**src/sv/lrc_pkg.sv**
```systemverilog
`timescale 1ns / 1ps
package lrc_pkg;
    localparam int SET_COUNT_DEF    = 64;
    localparam int WAYS_DEF         = 4;
    localparam int LINE_BYTES_DEF   = 64;
    localparam int ADDR_BITS_DEF    = 32;
    localparam int MAX_PREFETCH_DEF = 8;

    localparam int PF_W    = 4;
    localparam int LAT_W   = 16;
    localparam int STAMP_W = 32;
    localparam logic [LAT_W-1:0] LAT_RESET = 16'd100;

    localparam logic REG_PREFETCH = 1'b0;
    localparam logic REG_LATENCY  = 1'b1;

    typedef enum logic [2:0] {
        ST_CLEAR,
        ST_IDLE,
        ST_READ,
        ST_LOOK,
        ST_WRITE,
        ST_OUT
    } t_state;

    // controller to datapath
    typedef struct packed {
        logic load;     // capture demand beat
        logic clr_wr;   // write one clearing row
        logic rd;       // issue set read
        logic look;     // register lookup result
        logic wr;       // write back set, advance line
    } t_cmd;

    // datapath to controller
    typedef struct packed {
        logic clr_done;
        logic last;     // current access is the final one of the item
    } t_sts;
endpackage

```
**src/sv/lrc_ctrl.sv**
```systemverilog
`timescale 1ns / 1ps
module lrc_ctrl (
    input  logic          i_clk,
    input  logic          i_rst_n,
    input  logic          i_valid,
    output logic          o_ready,
    output logic          o_valid,
    input  logic          i_ready,
    input  lrc_pkg::t_sts i_sts,
    output lrc_pkg::t_cmd o_cmd
);
    lrc_pkg::t_state r_state;
    lrc_pkg::t_state n_state;

    always_ff @(posedge i_clk) begin
        if (!i_rst_n) r_state <= lrc_pkg::ST_CLEAR;
        else r_state <= n_state;
    end

    // next state
    always_comb begin
        n_state = r_state;
        case (r_state)
            lrc_pkg::ST_CLEAR: if (i_sts.clr_done) n_state = lrc_pkg::ST_IDLE;
            lrc_pkg::ST_IDLE:  if (i_valid) n_state = lrc_pkg::ST_READ;
            lrc_pkg::ST_READ:  n_state = lrc_pkg::ST_LOOK;
            lrc_pkg::ST_LOOK:  n_state = lrc_pkg::ST_WRITE;
            lrc_pkg::ST_WRITE: n_state = i_sts.last ? lrc_pkg::ST_OUT : lrc_pkg::ST_READ;
            lrc_pkg::ST_OUT: begin
                if (i_ready) n_state = lrc_pkg::ST_IDLE;
            end
            default: n_state = lrc_pkg::ST_IDLE;
        endcase
    end

    // outputs
    always_comb begin
        o_cmd   = '0;
        o_ready = 1'b0;
        o_valid = 1'b0;
        case (r_state)
            lrc_pkg::ST_CLEAR: o_cmd.clr_wr = !i_sts.clr_done;
            lrc_pkg::ST_IDLE: begin
                o_ready    = 1'b1;
                o_cmd.load = i_valid;
            end
            lrc_pkg::ST_READ:  o_cmd.rd = 1'b1;
            lrc_pkg::ST_LOOK:  o_cmd.look = 1'b1;
            lrc_pkg::ST_WRITE: o_cmd.wr = 1'b1;
            lrc_pkg::ST_OUT:   o_valid = 1'b1;
            default: o_cmd = '0;
        endcase
    end
endmodule

```
**config.mk**
```make
export PLATFORM = sky130hd
export DESIGN_NAME = lrc_ctrl
export DESIGN_NICKNAME = d
export VERILOG_FILES = /design/src/sv/lrc_pkg.sv /design/src/sv/lrc_ctrl.sv
export SDC_FILE = /design/constraint.sdc
export NUM_CORES = 1
export LEC_CHECK = 0
export BUFFER_PORTS_ARGS = -buffer_cell sky130_fd_sc_hd__buf_2
export CORE_AREA = 2 2 39 41
export CTS_CLUSTER_DIAMETER = 200
export DETAILED_ROUTE_END_ITERATION = 10
export DIE_AREA = 0 0 41 43
export GPL_ROUTABILITY_DRIVEN = 0
export MAX_ROUTING_LAYER = met4
export SYNTH_ARGS = -nofsm -noshare
export SYNTH_HDL_FRONTEND = slang
export SYNTH_SLANG_ARGS = --single-unit
```
**constraint.sdc**
```tcl
create_clock -name i_clk -period 1.1 [get_ports i_clk]
set_input_delay 0.22 -clock i_clk [delete_from_list [all_inputs] [get_ports i_clk]]
set_output_delay 0.22 -clock i_clk [all_outputs]
set_load 0.005 [all_outputs]
```
; ---- Yosys cells after proc, flatten, opt, wreduce, memory -nomap -nowiden
; Index checks and enable logic that the tools add are counted.
[word_totals]
reg_bits = 3
[op_classes]
n_eq_ne = 8
muxes = 12
n_reduce_logical = 3
[ops]
columns = op, count
row1 = $pmux W3 S6, 1
row2 = $mux W3, 4
row3 = $mux W1, 7
row4 = $eq A3 B2 Y1 const B, 2
row5 = $eq A3 B3 Y1 const B, 2
row6 = $ne A2 B2 Y1 const B, 3
row7 = $eq A3 B1 Y1 const B, 1
row8 = $logic_not A3 Y1, 1
row9 = $reduce_and A3 Y1, 1
row10 = $logic_not A1 Y1, 1

; ---- Longest topological paths before layout
; Gate-level depths: netlist (run 1).
[depth]
depth_word = 3
mapped_depth = 3

; ---- Least setup slack after synthesis (run 1)
; Ideal clock, no wire load.
[synth_path]
kind = reg-to-reg
startpoint = register r_state[1]
endpoint = register r_state[0]
arrival_ps = 1042
required_time_ps = 1012
setup_slack_ps = -30
path_stages_with_launch = 4
path_buffers = 1
cell_sequence = dfxtp_1 buf_6 or3b_1 a311oi_2
[synth_via]
elab_chain_len = 3
word_cells_on_any_way = 11
classes_between = eq/ne: 8 / mux: 1 / reduce/logical: 2
[synth_rtl]
columns = item, line_no
row1 = from (decl), lrc_ctrl.sv:12  ; lrc_pkg::t_state r_state;
row2 = from (signal assigned), lrc_ctrl.sv:16  ; if (!i_rst_n) r_state <= lrc_pkg::ST_CLEAR;
row3 = from (signal assigned), lrc_ctrl.sv:17  ; else r_state <= n_state;
row4 = "$eq A3 B3 Y1, or another cell as far along", lrc_ctrl.sv:23  ; case (r_state)
row5 = $ne A2 B2 Y1 (no line), n/a
row6 = $reduce_and A3 Y1 (no line), n/a
; Several ways; a longest one is shown, not always the timed one.
; A chain may end at the register's enable or synchronous reset.

; ---- Worst setup path in the final report (run 1)
[layout_path]
startpoint = register r_state[0]
endpoint = output port o_valid
[layout_via]
elab_chain_len = 2
[layout_rtl]
columns = item, line_no
row1 = $eq A3 B3 Y1, lrc_ctrl.sv:41  ; case (r_state)
row2 = $mux W1, lrc_ctrl.sv:41
row3 = to (decl), lrc_ctrl.sv:7  ; output logic o_valid,
; Every way passes these cells.

==> results of run 1 <==
routing by layer:
| layer | part of all wire | vias to the layer above | global-route usage |
|---|---|---|---|
| met4 | 0.028 | 0 | 0.100 |
| li1 | - | 136 | - |
| met3 | 0.080 | 2 | 0.0366 |
| met2 | 0.46 | 14 | 0.147 |
| met1 | 0.43 | 132 | 0.118 |
| met5 | 0 | - | - |
power by group:
| group | switching, mW | internal (mW) |
|---|---|---|
| logic | 0.0506 | 0.0923 |
| registers | 0.0149 | 0.115 |
| clock network | 0.0602 | 0.136 |
synthesized netlist by cell type:
cell type  number  share of area
and4bb_2        2           0.11
nor4b_2         1          0.067
or3b_1          1          0.039
nor3_1          1          0.022
dfxtp_1         3           0.27
o31a_1          2          0.078
nor4_1          1          0.028
and3b_1         1          0.039
buf_6           1          0.050
nor3b_1         3           0.10
a311oi_2        1          0.067
nor4bb_1        1          0.044
buf_2           1          0.022
o21bai_1        1          0.033
inv_1           2          0.033
cell type report:
type | count | area, um^2 | share of cell area
multi-input cells | 15 | 185 | 0.382
repair buffers | 23 | 174 | 0.359
flip-flops and latches | 3 | 71.3 | 0.147
clock buffers | 4 | 26.3 | 0.0543
well taps | 16 | 20.0 | 0.0413
inverters | 2 | 7.51 | 0.0155
cell families after synthesis:
group | after synthesis | share of synthesized area
flops | 3 | 0.267
buf+inv | 4 | 0.106
simple gates | 11 | 0.450
compound gates | 4 | 0.178
per-stage QoR:
step,cell area (um^2),power [mW],cells
after CTS,434,0.450,61
after global routing,484,0.500,63
after detailed placement,319,0.214,52
after global placement,319,0.212,52
final,484,0.469,63
after floorplan,225,0.177,22
final timing paths:
kind | from | endpoint | slack (ns) | cells after the start
worst min register to register | r_state[1]$_SDFFE_PN0P_ | r_state[0]$_SDFFE_PN0P_ | 0.60 | 2
worst max-delay path | r_state[0]$_SDFFE_PN0P_ | o_valid | -0.13 | 3
worst max register to register | r_state[0]$_SDFFE_PN0P_ | r_state[2]$_SDFFE_PN0P_ | -0.10 | 4
worst min-delay path | i_rst_n | r_state[1]$_SDFFE_PN0P_ | 0.23 | 2
repair_timing:
item,CTS,global route
resized for setup,18,5
buffers inserted,5,2
pin swaps,3,2
endpoints found under the setup margin,10,10
endpoints found under the hold margin,0,0
==> impl_results.md, run 1 <==
- # fillers: about 160
- CP Launch Type: flip-flop
- DR pass1 iterations: 2
- Ys Warns: 0
- Core Footprint: 0.00138 mm^2
- Final Hold Fails: 0
- Slew margin rel.: 0.828
- TritonCTS clock tree: yes
- Commonest cells after routing, fill and taps aside: buf_2 (12), buf_4 (5), buf_6 (5)
- Max cap viols: 0
- Initial DRC Count: 3
- Hold WC Path Type: in -> reg
- Max FFs per register: 3
- TritonCTS buffer count: 3
- Largest Register: r_state
- Fin Setup TNS: -0.954 ns
- Gr usage total: 0.109
- H-tree Lvls: 1
- Via count: around 280
- CP required: around 0.9 ns
- Mapped Cells: 22
- IO Pins: 13
- Crit-path slowest cell: dfxtp_4
- Count of hold-fix buffers inserted at cts: 0
- Rows: 14
- Post-Syn Nets: 28
- Leading cell type in the layout, fill and taps excluded: buf_2
- Max Buffers Root-to-Sink: 2
- RSZ-0062 raised after global routing: true
- Reg clk slew, reported paths: approximately 0.04 ns
- DRC errors left: 0
- Yosys reg bits: 3
- Fin util: 0.350
- Min Tclk post-route: around 1.2 ns
- PD cells: between 900 and 1000 mW/mm^2
- Horiz. Die Dim: 41 um
- Final net count: 54
- Clk root buf: clkbuf_4
- Fraction of final layout cells sized beyond drive strength 1: 0.830
- Vias in the first global route: 281
- Crit path cell chain: buf_6, nor3b_2, buf_2
- Area Overhead vs Synth: 115%
- CP bufs+invs: 2
- First-pass GRT wire length: between 1000 and 1500 um
- WL/cell: ~12 um
- Max Slew Vio Count: 0
- Skew-Pair Late Insertion Delay: between 0.2 and 0.25 ns
- Setup CP Type: reg -> out
- CP Max Fanout: 7
- Worst endpoint data arrival time: about 1.0 ns
- Largest registers: r_state (3)
- CP endpoint kind: primary output
- Setup violators final: 10
- Avg Vias per Cell: roughly 4.5
- Outcome: finished with violations
- Antenna-violating nets left: 0
- Largest net degree at the start of global routing: 8
- Die height: 43 um
- Syn Area/Cell: just over 10 um^2
- Final wirelength: approximately 760 um
- Peak supply drop: 0.446 mV
- Highest clock rate: 814 MHz
- Failing checks: setup timing
- Fin crit share: 1.12
- Worst stage delay on the critical path: around 0.38 ns
- Delay-heaviest family, CP: flip-flops
- Synth Cell Area: 225 um^2
- ANT cells: 0
- Yosys cell types: 15
- Initial core utilization: 0.163
- WHS: ~0.23 ns
- Leakage: roughly 0.22 nW
- Global route overflow: 0
- Port Buffers: 12
- Pre-CTS WS: -0.0704 ns
- Area of the die: roughly 0.0018 mm^2
- Initial antenna violation count: 0
- Number of clock sinks: 3
- Clk_skew: between 0.001 and 0.0015 ns
- Least-Margin Pin Slew: around 0.25 ns
- Dpl hpwl: ~440 um
- Seq/Total Area, Yosys: 0.267
- Final worst slack: -0.129 ns
Power figures use the tool's default switching activity.
==> inputs of run 2 (changes only) <==
--- a/config.mk
+++ b/config.mk
@@ -12,6 +12,7 @@
 export DIE_AREA = 0 0 41 43
 export GPL_ROUTABILITY_DRIVEN = 0
 export MAX_ROUTING_LAYER = met4
+export REMOVE_ABC_BUFFERS = 1
 export SYNTH_ARGS = -nofsm -noshare
 export SYNTH_HDL_FRONTEND = slang
 export SYNTH_SLANG_ARGS = --single-unit
==> run 2 against run 1 <==
Against the previous run: non-clock buffer count did not move; via count increased by 0.70%; the run still ends with setup timing left; critical path type unchanged; final cell count is the same; worst hold slack better by 0.018 ns; clock-buffer cell count did not move; global-route usage decreased by 0.39 points; sequential power barely moved; utilization up 0.27 points; worst setup slack lost 0.046 ns.
==> impl_results.md, run 2 (synthesis results as in run 1) <==
- ANT cells: 0 (unchanged)
- Design Area, Final: 488 um^2 (+0.78%)
- Cells after DPL: 54 (+3.8%)
- Final wirelength: 743 um (-2.5%)
- Leakage: 0.215 nW (-1.3%)
- Delay-heaviest family, CP: flip-flops
- Setup CP Type: reg -> out
- Initial antenna violation count: 0 (unchanged)
- Horiz. Die Dim: 41 um (unchanged)
- Avg Vias per Cell: 4.54 (+0.70%)
- Max Slew Vio Count: 0 (unchanged)
- Largest net degree at the start of global routing: 10 (+2)
- Peak supply drop: 0.529 mV (+19%)
- PD cells: 966 mW/mm^2 (-0.36%)
- Initial core utilization: 0.163 (unchanged)
- Pre-CTS WS: -0.0315 ns (+0.0389 ns)
- Rows: 14 (unchanged)
- Final Hold Fails: 0 (unchanged)
- Die height: 43 um (unchanged)
- Highest clock rate: 784 MHz (-3.6%)
- CP Launch Type: flip-flop
- Min Tclk post-route: 1.27 ns (+0.0460 ns)
- TritonCTS clock tree: yes
- Largest registers: r_state (3)
- Fraction of final layout cells sized beyond drive strength 1: 0.830 (unchanged)
- Crit-path slowest cell: dfxtp_4
- DRC errors left: 0 (unchanged)
- Max Buffers Root-to-Sink: 2 (unchanged)
- H-tree Lvls: 1 (unchanged)
- Commonest cells after routing, fill and taps aside: buf_2 (12), buf_6 (7), buf_4 (4)
- First-pass GRT wire length: 1120 um (-3.0%)
- TritonCTS buffer count: 3 (unchanged)
- Setup violators final: 10 (unchanged)
- Failing checks: setup timing
- Core Footprint: 0.00138 mm^2 (unchanged)
- Crit path cell chain: buf_6, nor4_4, buf_2
- Area of the die: 0.00176 mm^2 (unchanged)
- Max cap viols: 0 (unchanged)
- WL/cell: 11.8 um (-2.5%)
- Global route overflow: 0 (unchanged)
- Fin crit share: 1.16 (+0.0418)
- IO Pins: 13 (unchanged)
- Number of clock sinks: 3 (unchanged)
- Count of hold-fix buffers inserted at cts: 0 (unchanged)
- DR pass1 iterations: 2 (unchanged)
- CP endpoint kind: primary output
- Least-Margin Pin Slew: 0.272 ns (+0.0172 ns)
- CP required: 0.88 ns (about the same)
- Fin util: 0.353 (+0.00271)
- Antenna-violating nets left: 0 (unchanged)
- Finished Layout Cells: 63 (unchanged)
- Final worst slack: -0.175 ns (-0.0460 ns)
- Vias in the first global route: 246 (-12%)
- Outcome: finished with violations
- Dpl cell area: 334 um^2 (+4.7%)
- Area Overhead vs Synth: 117%
- Fin Setup TNS: -1.03 ns (-0.0730 ns)
- Skew-Pair Late Insertion Delay: 0.23 ns (about the same)
- R2r setup slk: -0.06 ns (+0.04 ns)
- Final net count: 54 (unchanged)
- Via count: 286 (+0.70%)
- CP Max Fanout: 6 (-1)
- Clk root buf: clkbuf_4
- CP bufs+invs: 2 (unchanged)
- Gr usage total: 0.105 (-0.00389)
- Initial DRC Count: 2 (-1)
- Hold WC Path Type: in -> reg
- Worst stage delay on the critical path: 0.35 ns (-0.03 ns)
- Dpl hpwl: 470 um (+6.0%)
- Largest Register: r_state
- Slew margin rel.: 0.818 (-0.00994)
- Port Buffers: 12 (unchanged)
- Clk_skew: 0.00181 ns (+0.000436 ns)
- Leading cell type in the layout, fill and taps excluded: buf_2
- Worst endpoint data arrival time: 1.05 ns (+0.04 ns)
- RSZ-0062 raised after global routing: true
- # fillers: 145 (-7.1%)
- Max FFs per register: 3 (unchanged)
- Reg clk slew, reported paths: 0.04 ns (about the same)
-- run 2: what timing repair did --
item,CTS,global route
endpoints found under the setup margin,10,10
resized for setup,15,8
hold endpoints to repair,0,0
buffers inserted,3,2
pin swaps,3,7
-- run 2: layout make-up --
class	count	area, um^2	share of cell area
multi-input combinational	15	191	0.392
timing repair buffer	23	169	0.346
sequential	3	71.3	0.146
clock buffer	4	26.3	0.0538
tap	16	20.0	0.0410
inverter	2	10.0	0.0205
-- run 2: path summary, 6_finish.rpt --
check / from / endpoint / cells past startpoint
worst max-delay path: r_state[0]$_SDFFE_PN0P_ / o_cmd[3] / 3
worst min-delay path: i_rst_n / r_state[2]$_SDFFE_PN0P_ / 2
worst max register to register: r_state[1]$_SDFFE_PN0P_ / r_state[1]$_SDFFE_PN0P_ / 4
worst min register to register: r_state[1]$_SDFFE_PN0P_ / r_state[0]$_SDFFE_PN0P_ / 2
-- run 2: stage by stage --
stage | hold WS (ns) | power, mW
2_1_floorplan | 0.348 | 0.168
3_3_place_gp | 0.486 | 0.222
3_5_place_dp | 0.493 | 0.224
4_1_cts | 0.244 | 0.451
5_1_grt | 0.250 | 0.505
6_report | 0.250 | 0.471
-- run 2: report_power, final --
| part | leakage [nW] | switching (mW) | internal [mW] | total, mW |
|---|---|---|---|---|
| Sequential | 0.0267 | 0.0161 | 0.115 | 0.131 |
| Combinational | 0.173 | 0.0536 | 0.0976 | 0.151 |
| Clock | 0.0150 | 0.0530 | 0.136 | 0.189 |
-- run 2: routing by layer --
layer / GRT usage / vias to the layer above / wire [um] / share of wire
met5: - / - / 0 / 0
met4: 0.0800 / 0 / 24 / 0.032
met3: 0.0471 / 2 / 41 / 0.055
met2: 0.131 / 11 / 383 / 0.52
met1: 0.125 / 132 / 293 / 0.39
li1: - / 141 / - / -
==> inputs of run 3 (changes only) <==
--- a/config.mk
+++ b/config.mk
@@ -13,6 +13,7 @@
 export GPL_ROUTABILITY_DRIVEN = 0
 export MAX_ROUTING_LAYER = met4
 export REMOVE_ABC_BUFFERS = 1
+export SETUP_SLACK_MARGIN = 0.15
 export SYNTH_ARGS = -nofsm -noshare
 export SYNTH_HDL_FRONTEND = slang
 export SYNTH_SLANG_ARGS = --single-unit
==> run 3 against run 2 <==
Against the previous run: the run still ends with setup timing left; die area did not move; sequential power barely moved; critical path type unchanged; largest cell class unchanged; register-to-register slack barely moved.
==> impl_results.md, run 3 (synthesis results as in run 1) <==
- Outcome: finished with violations
- Failing checks: setup timing
- Min Tclk post-route: 1.27 ns (unchanged)
- Design Area, Final: 488 um^2 (unchanged)
- Avg Vias per Cell: 4.54 (unchanged)
- Final wirelength: 743 um (unchanged)
- Cells after DPL: 54 (unchanged)
- Final net count: 54 (unchanged)
- Initial antenna violation count: 0 (unchanged)
- CP Launch Type: flip-flop
- Core Footprint: 0.00138 mm^2 (unchanged)
- IO Pins: 13 (unchanged)
- Setup violators final: 10 (unchanged)
- Least-Margin Pin Slew: 0.272 ns (unchanged)
- Initial core utilization: 0.163 (unchanged)
- Met1 WL: 293 um (unchanged)
- Crit path cell chain: buf_6, nor4_4, buf_2
- Final Hold Fails: 0 (unchanged)
- Clock network fraction of total power: 0.400 (about the same)
- Number of clock sinks: 3 (unchanged)
- Hold WC Path Type: in -> reg
- Skew-Pair Late Insertion Delay: 0.23 ns (about the same)
- Final worst slack: -0.175 ns (unchanged)
- Met3 routed WL: 41 um (unchanged)
- Max Slew Vio Count: 0 (unchanged)
- Antenna-violating nets left: 0 (unchanged)
- Max FFs per register: 3 (unchanged)
- Met2 routed WL: 383 um (unchanged)
- DRC errors left: 0 (unchanged)
- Power consumption: 471 uW (unchanged)
- Dpl hpwl: 470 um (unchanged)
- Max cap viols: 0 (unchanged)
- Setup CP Type: reg -> out
- Commonest cells after routing, fill and taps aside: buf_2 (12), buf_6 (7), buf_4 (4)
- Global route overflow: 0 (unchanged)
- ANT cells: 0 (unchanged)
- Pint: 349 uW (unchanged)
- Max Buffers Root-to-Sink: 2 (unchanged)
- TritonCTS clock tree: yes
- Crit-path slowest cell: dfxtp_4
- Worst endpoint data arrival time: 1.05 ns (about the same)
- Worst stage delay on the critical path: 0.35 ns (about the same)
- Clk_skew: 0.00181 ns (unchanged)
- Finished Layout Cells: 63 (unchanged)
- Via count: 286 (unchanged)
- First-pass GRT wire length: 1120 um (unchanged)
- Sequential power share: 0.279 (about the same)
- Largest net degree at the start of global routing: 10 (unchanged)
- Vias in the first global route: 246 (unchanged)
- Area of the die: 0.00176 mm^2 (unchanged)
- R2r setup slk: -0.06 ns (about the same)
- Horiz. Die Dim: 41 um (unchanged)
- WL/cell: 11.8 um (unchanged)
- CP required: 0.88 ns (about the same)
- Clk root buf: clkbuf_4
- # fillers: 145 (unchanged)
- Reg area: 71.3 um^2 (unchanged)
- Top layer in use: met4
- Sw frac: 0.261 (unchanged)
- Multi-input gate area: 191 um^2 (unchanged)
- Die height: 43 um (unchanged)
- Fin crit share: 1.16 (unchanged)
- Combinational Power Share: 0.321 (about the same)
- RSZ-0062 raised after global routing: true
- Port Buffers: 12 (unchanged)
- Largest registers: r_state (3)
- Reg clk slew, reported paths: 0.04 ns (about the same)
- Largest Register: r_state
- DR pass1 iterations: 2 (unchanged)
- CP Max Fanout: 6 (unchanged)
- Psw: 123 uW (unchanged)
- Leading cell type in the layout, fill and taps excluded: buf_2
- Peak supply drop: 0.529 mV (unchanged)
- Slew margin rel.: 0.818 (unchanged)
- PD cells: 966 mW/mm^2 (unchanged)
- TritonCTS buffer count: 3 (unchanged)
- H-tree Lvls: 1 (unchanged)
- Highest clock rate: 784 MHz (unchanged)
- CP endpoint kind: primary output
- Dpl cell area: 334 um^2 (unchanged)
- Rows: 14 (unchanged)
- Initial DRC Count: 2 (unchanged)
- Leakage: 0.215 nW (unchanged)
- Fraction of final layout cells sized beyond drive strength 1: 0.830 (unchanged)
- WHS: 0.250 ns (unchanged)
- Area Overhead vs Synth: 117% (unchanged)
- Gr usage total: 0.105 (unchanged)
-- run 3: cell counts in the layout (fill, tap and decap cells not counted) --
Identical to the previous run, type by type.
-- run 3: worst max-delay path: cells and delay by family (launching register included) --
kind / cells / cell delay (ns)
buffers and inverters: 2 / 0.27
and+or+nand+nor: 1 / 0.20
DFF: 1 / 0.35
-- run 3: final timing paths --
| check | from | to | cells past startpoint |
|---|---|---|---|
| max reg2reg | r_state[1]$_SDFFE_PN0P_ | r_state[1]$_SDFFE_PN0P_ | 4 |
| min reg2reg | r_state[1]$_SDFFE_PN0P_ | r_state[0]$_SDFFE_PN0P_ | 2 |
| min | i_rst_n | r_state[2]$_SDFFE_PN0P_ | 2 |
| max | r_state[0]$_SDFFE_PN0P_ | o_cmd[3] | 3 |
-- run 3: repair_timing --
item,CTS,global route
buffers inserted,3,2
pin swaps,3,7
setup endpoints to repair,10,10
gates resized for setup,15,8
endpoints found under the hold margin,0,0
hold buffers,0,0
-- run 3: final cells by class --
| class | instances | share of cell area |
|---|---|---|
| Clock buffer | 4 | 0.0538 |
| Inverter | 2 | 0.0205 |
| Multi-Input combinational cell | 15 | 0.392 |
| Sequential cell | 3 | 0.146 |
| Tap cell | 16 | 0.0410 |
| Timing Repair Buffer | 23 | 0.346 |
-- run 3: routing by layer --
layer / global-route usage / vias up
li1: - / 141
met2: 0.131 / 11
met3: 0.0471 / 2
met4: 0.0800 / 0
met5: - / -
met1: 0.125 / 132
-- run 3: power by group through the flow --
stage               clock (mW)  combinational [mW]  sequential, mW
detailed placement           0              0.0935           0.130
CTS                      0.197               0.126           0.129
finish                   0.189               0.151           0.131
global route             0.210               0.163           0.133
floorplan                    0              0.0357           0.132
global placement             0              0.0915           0.131
-- run 3: metrics by stage --
| step | setup WS [ns] | util | TNS [ns] |
|---|---|---|---|
| after CTS | -0.179 | 0.318 | -1.02 |
| after global placement | -0.0425 | 0.241 | -0.0826 |
| after detailed placement | -0.0315 | 0.241 | -0.0709 |
| after floorplan | -0.0406 | - | -0.0571 |
| after global routing | -0.238 | 0.353 | -1.52 |
| final | -0.175 | 0.353 | -1.03 |
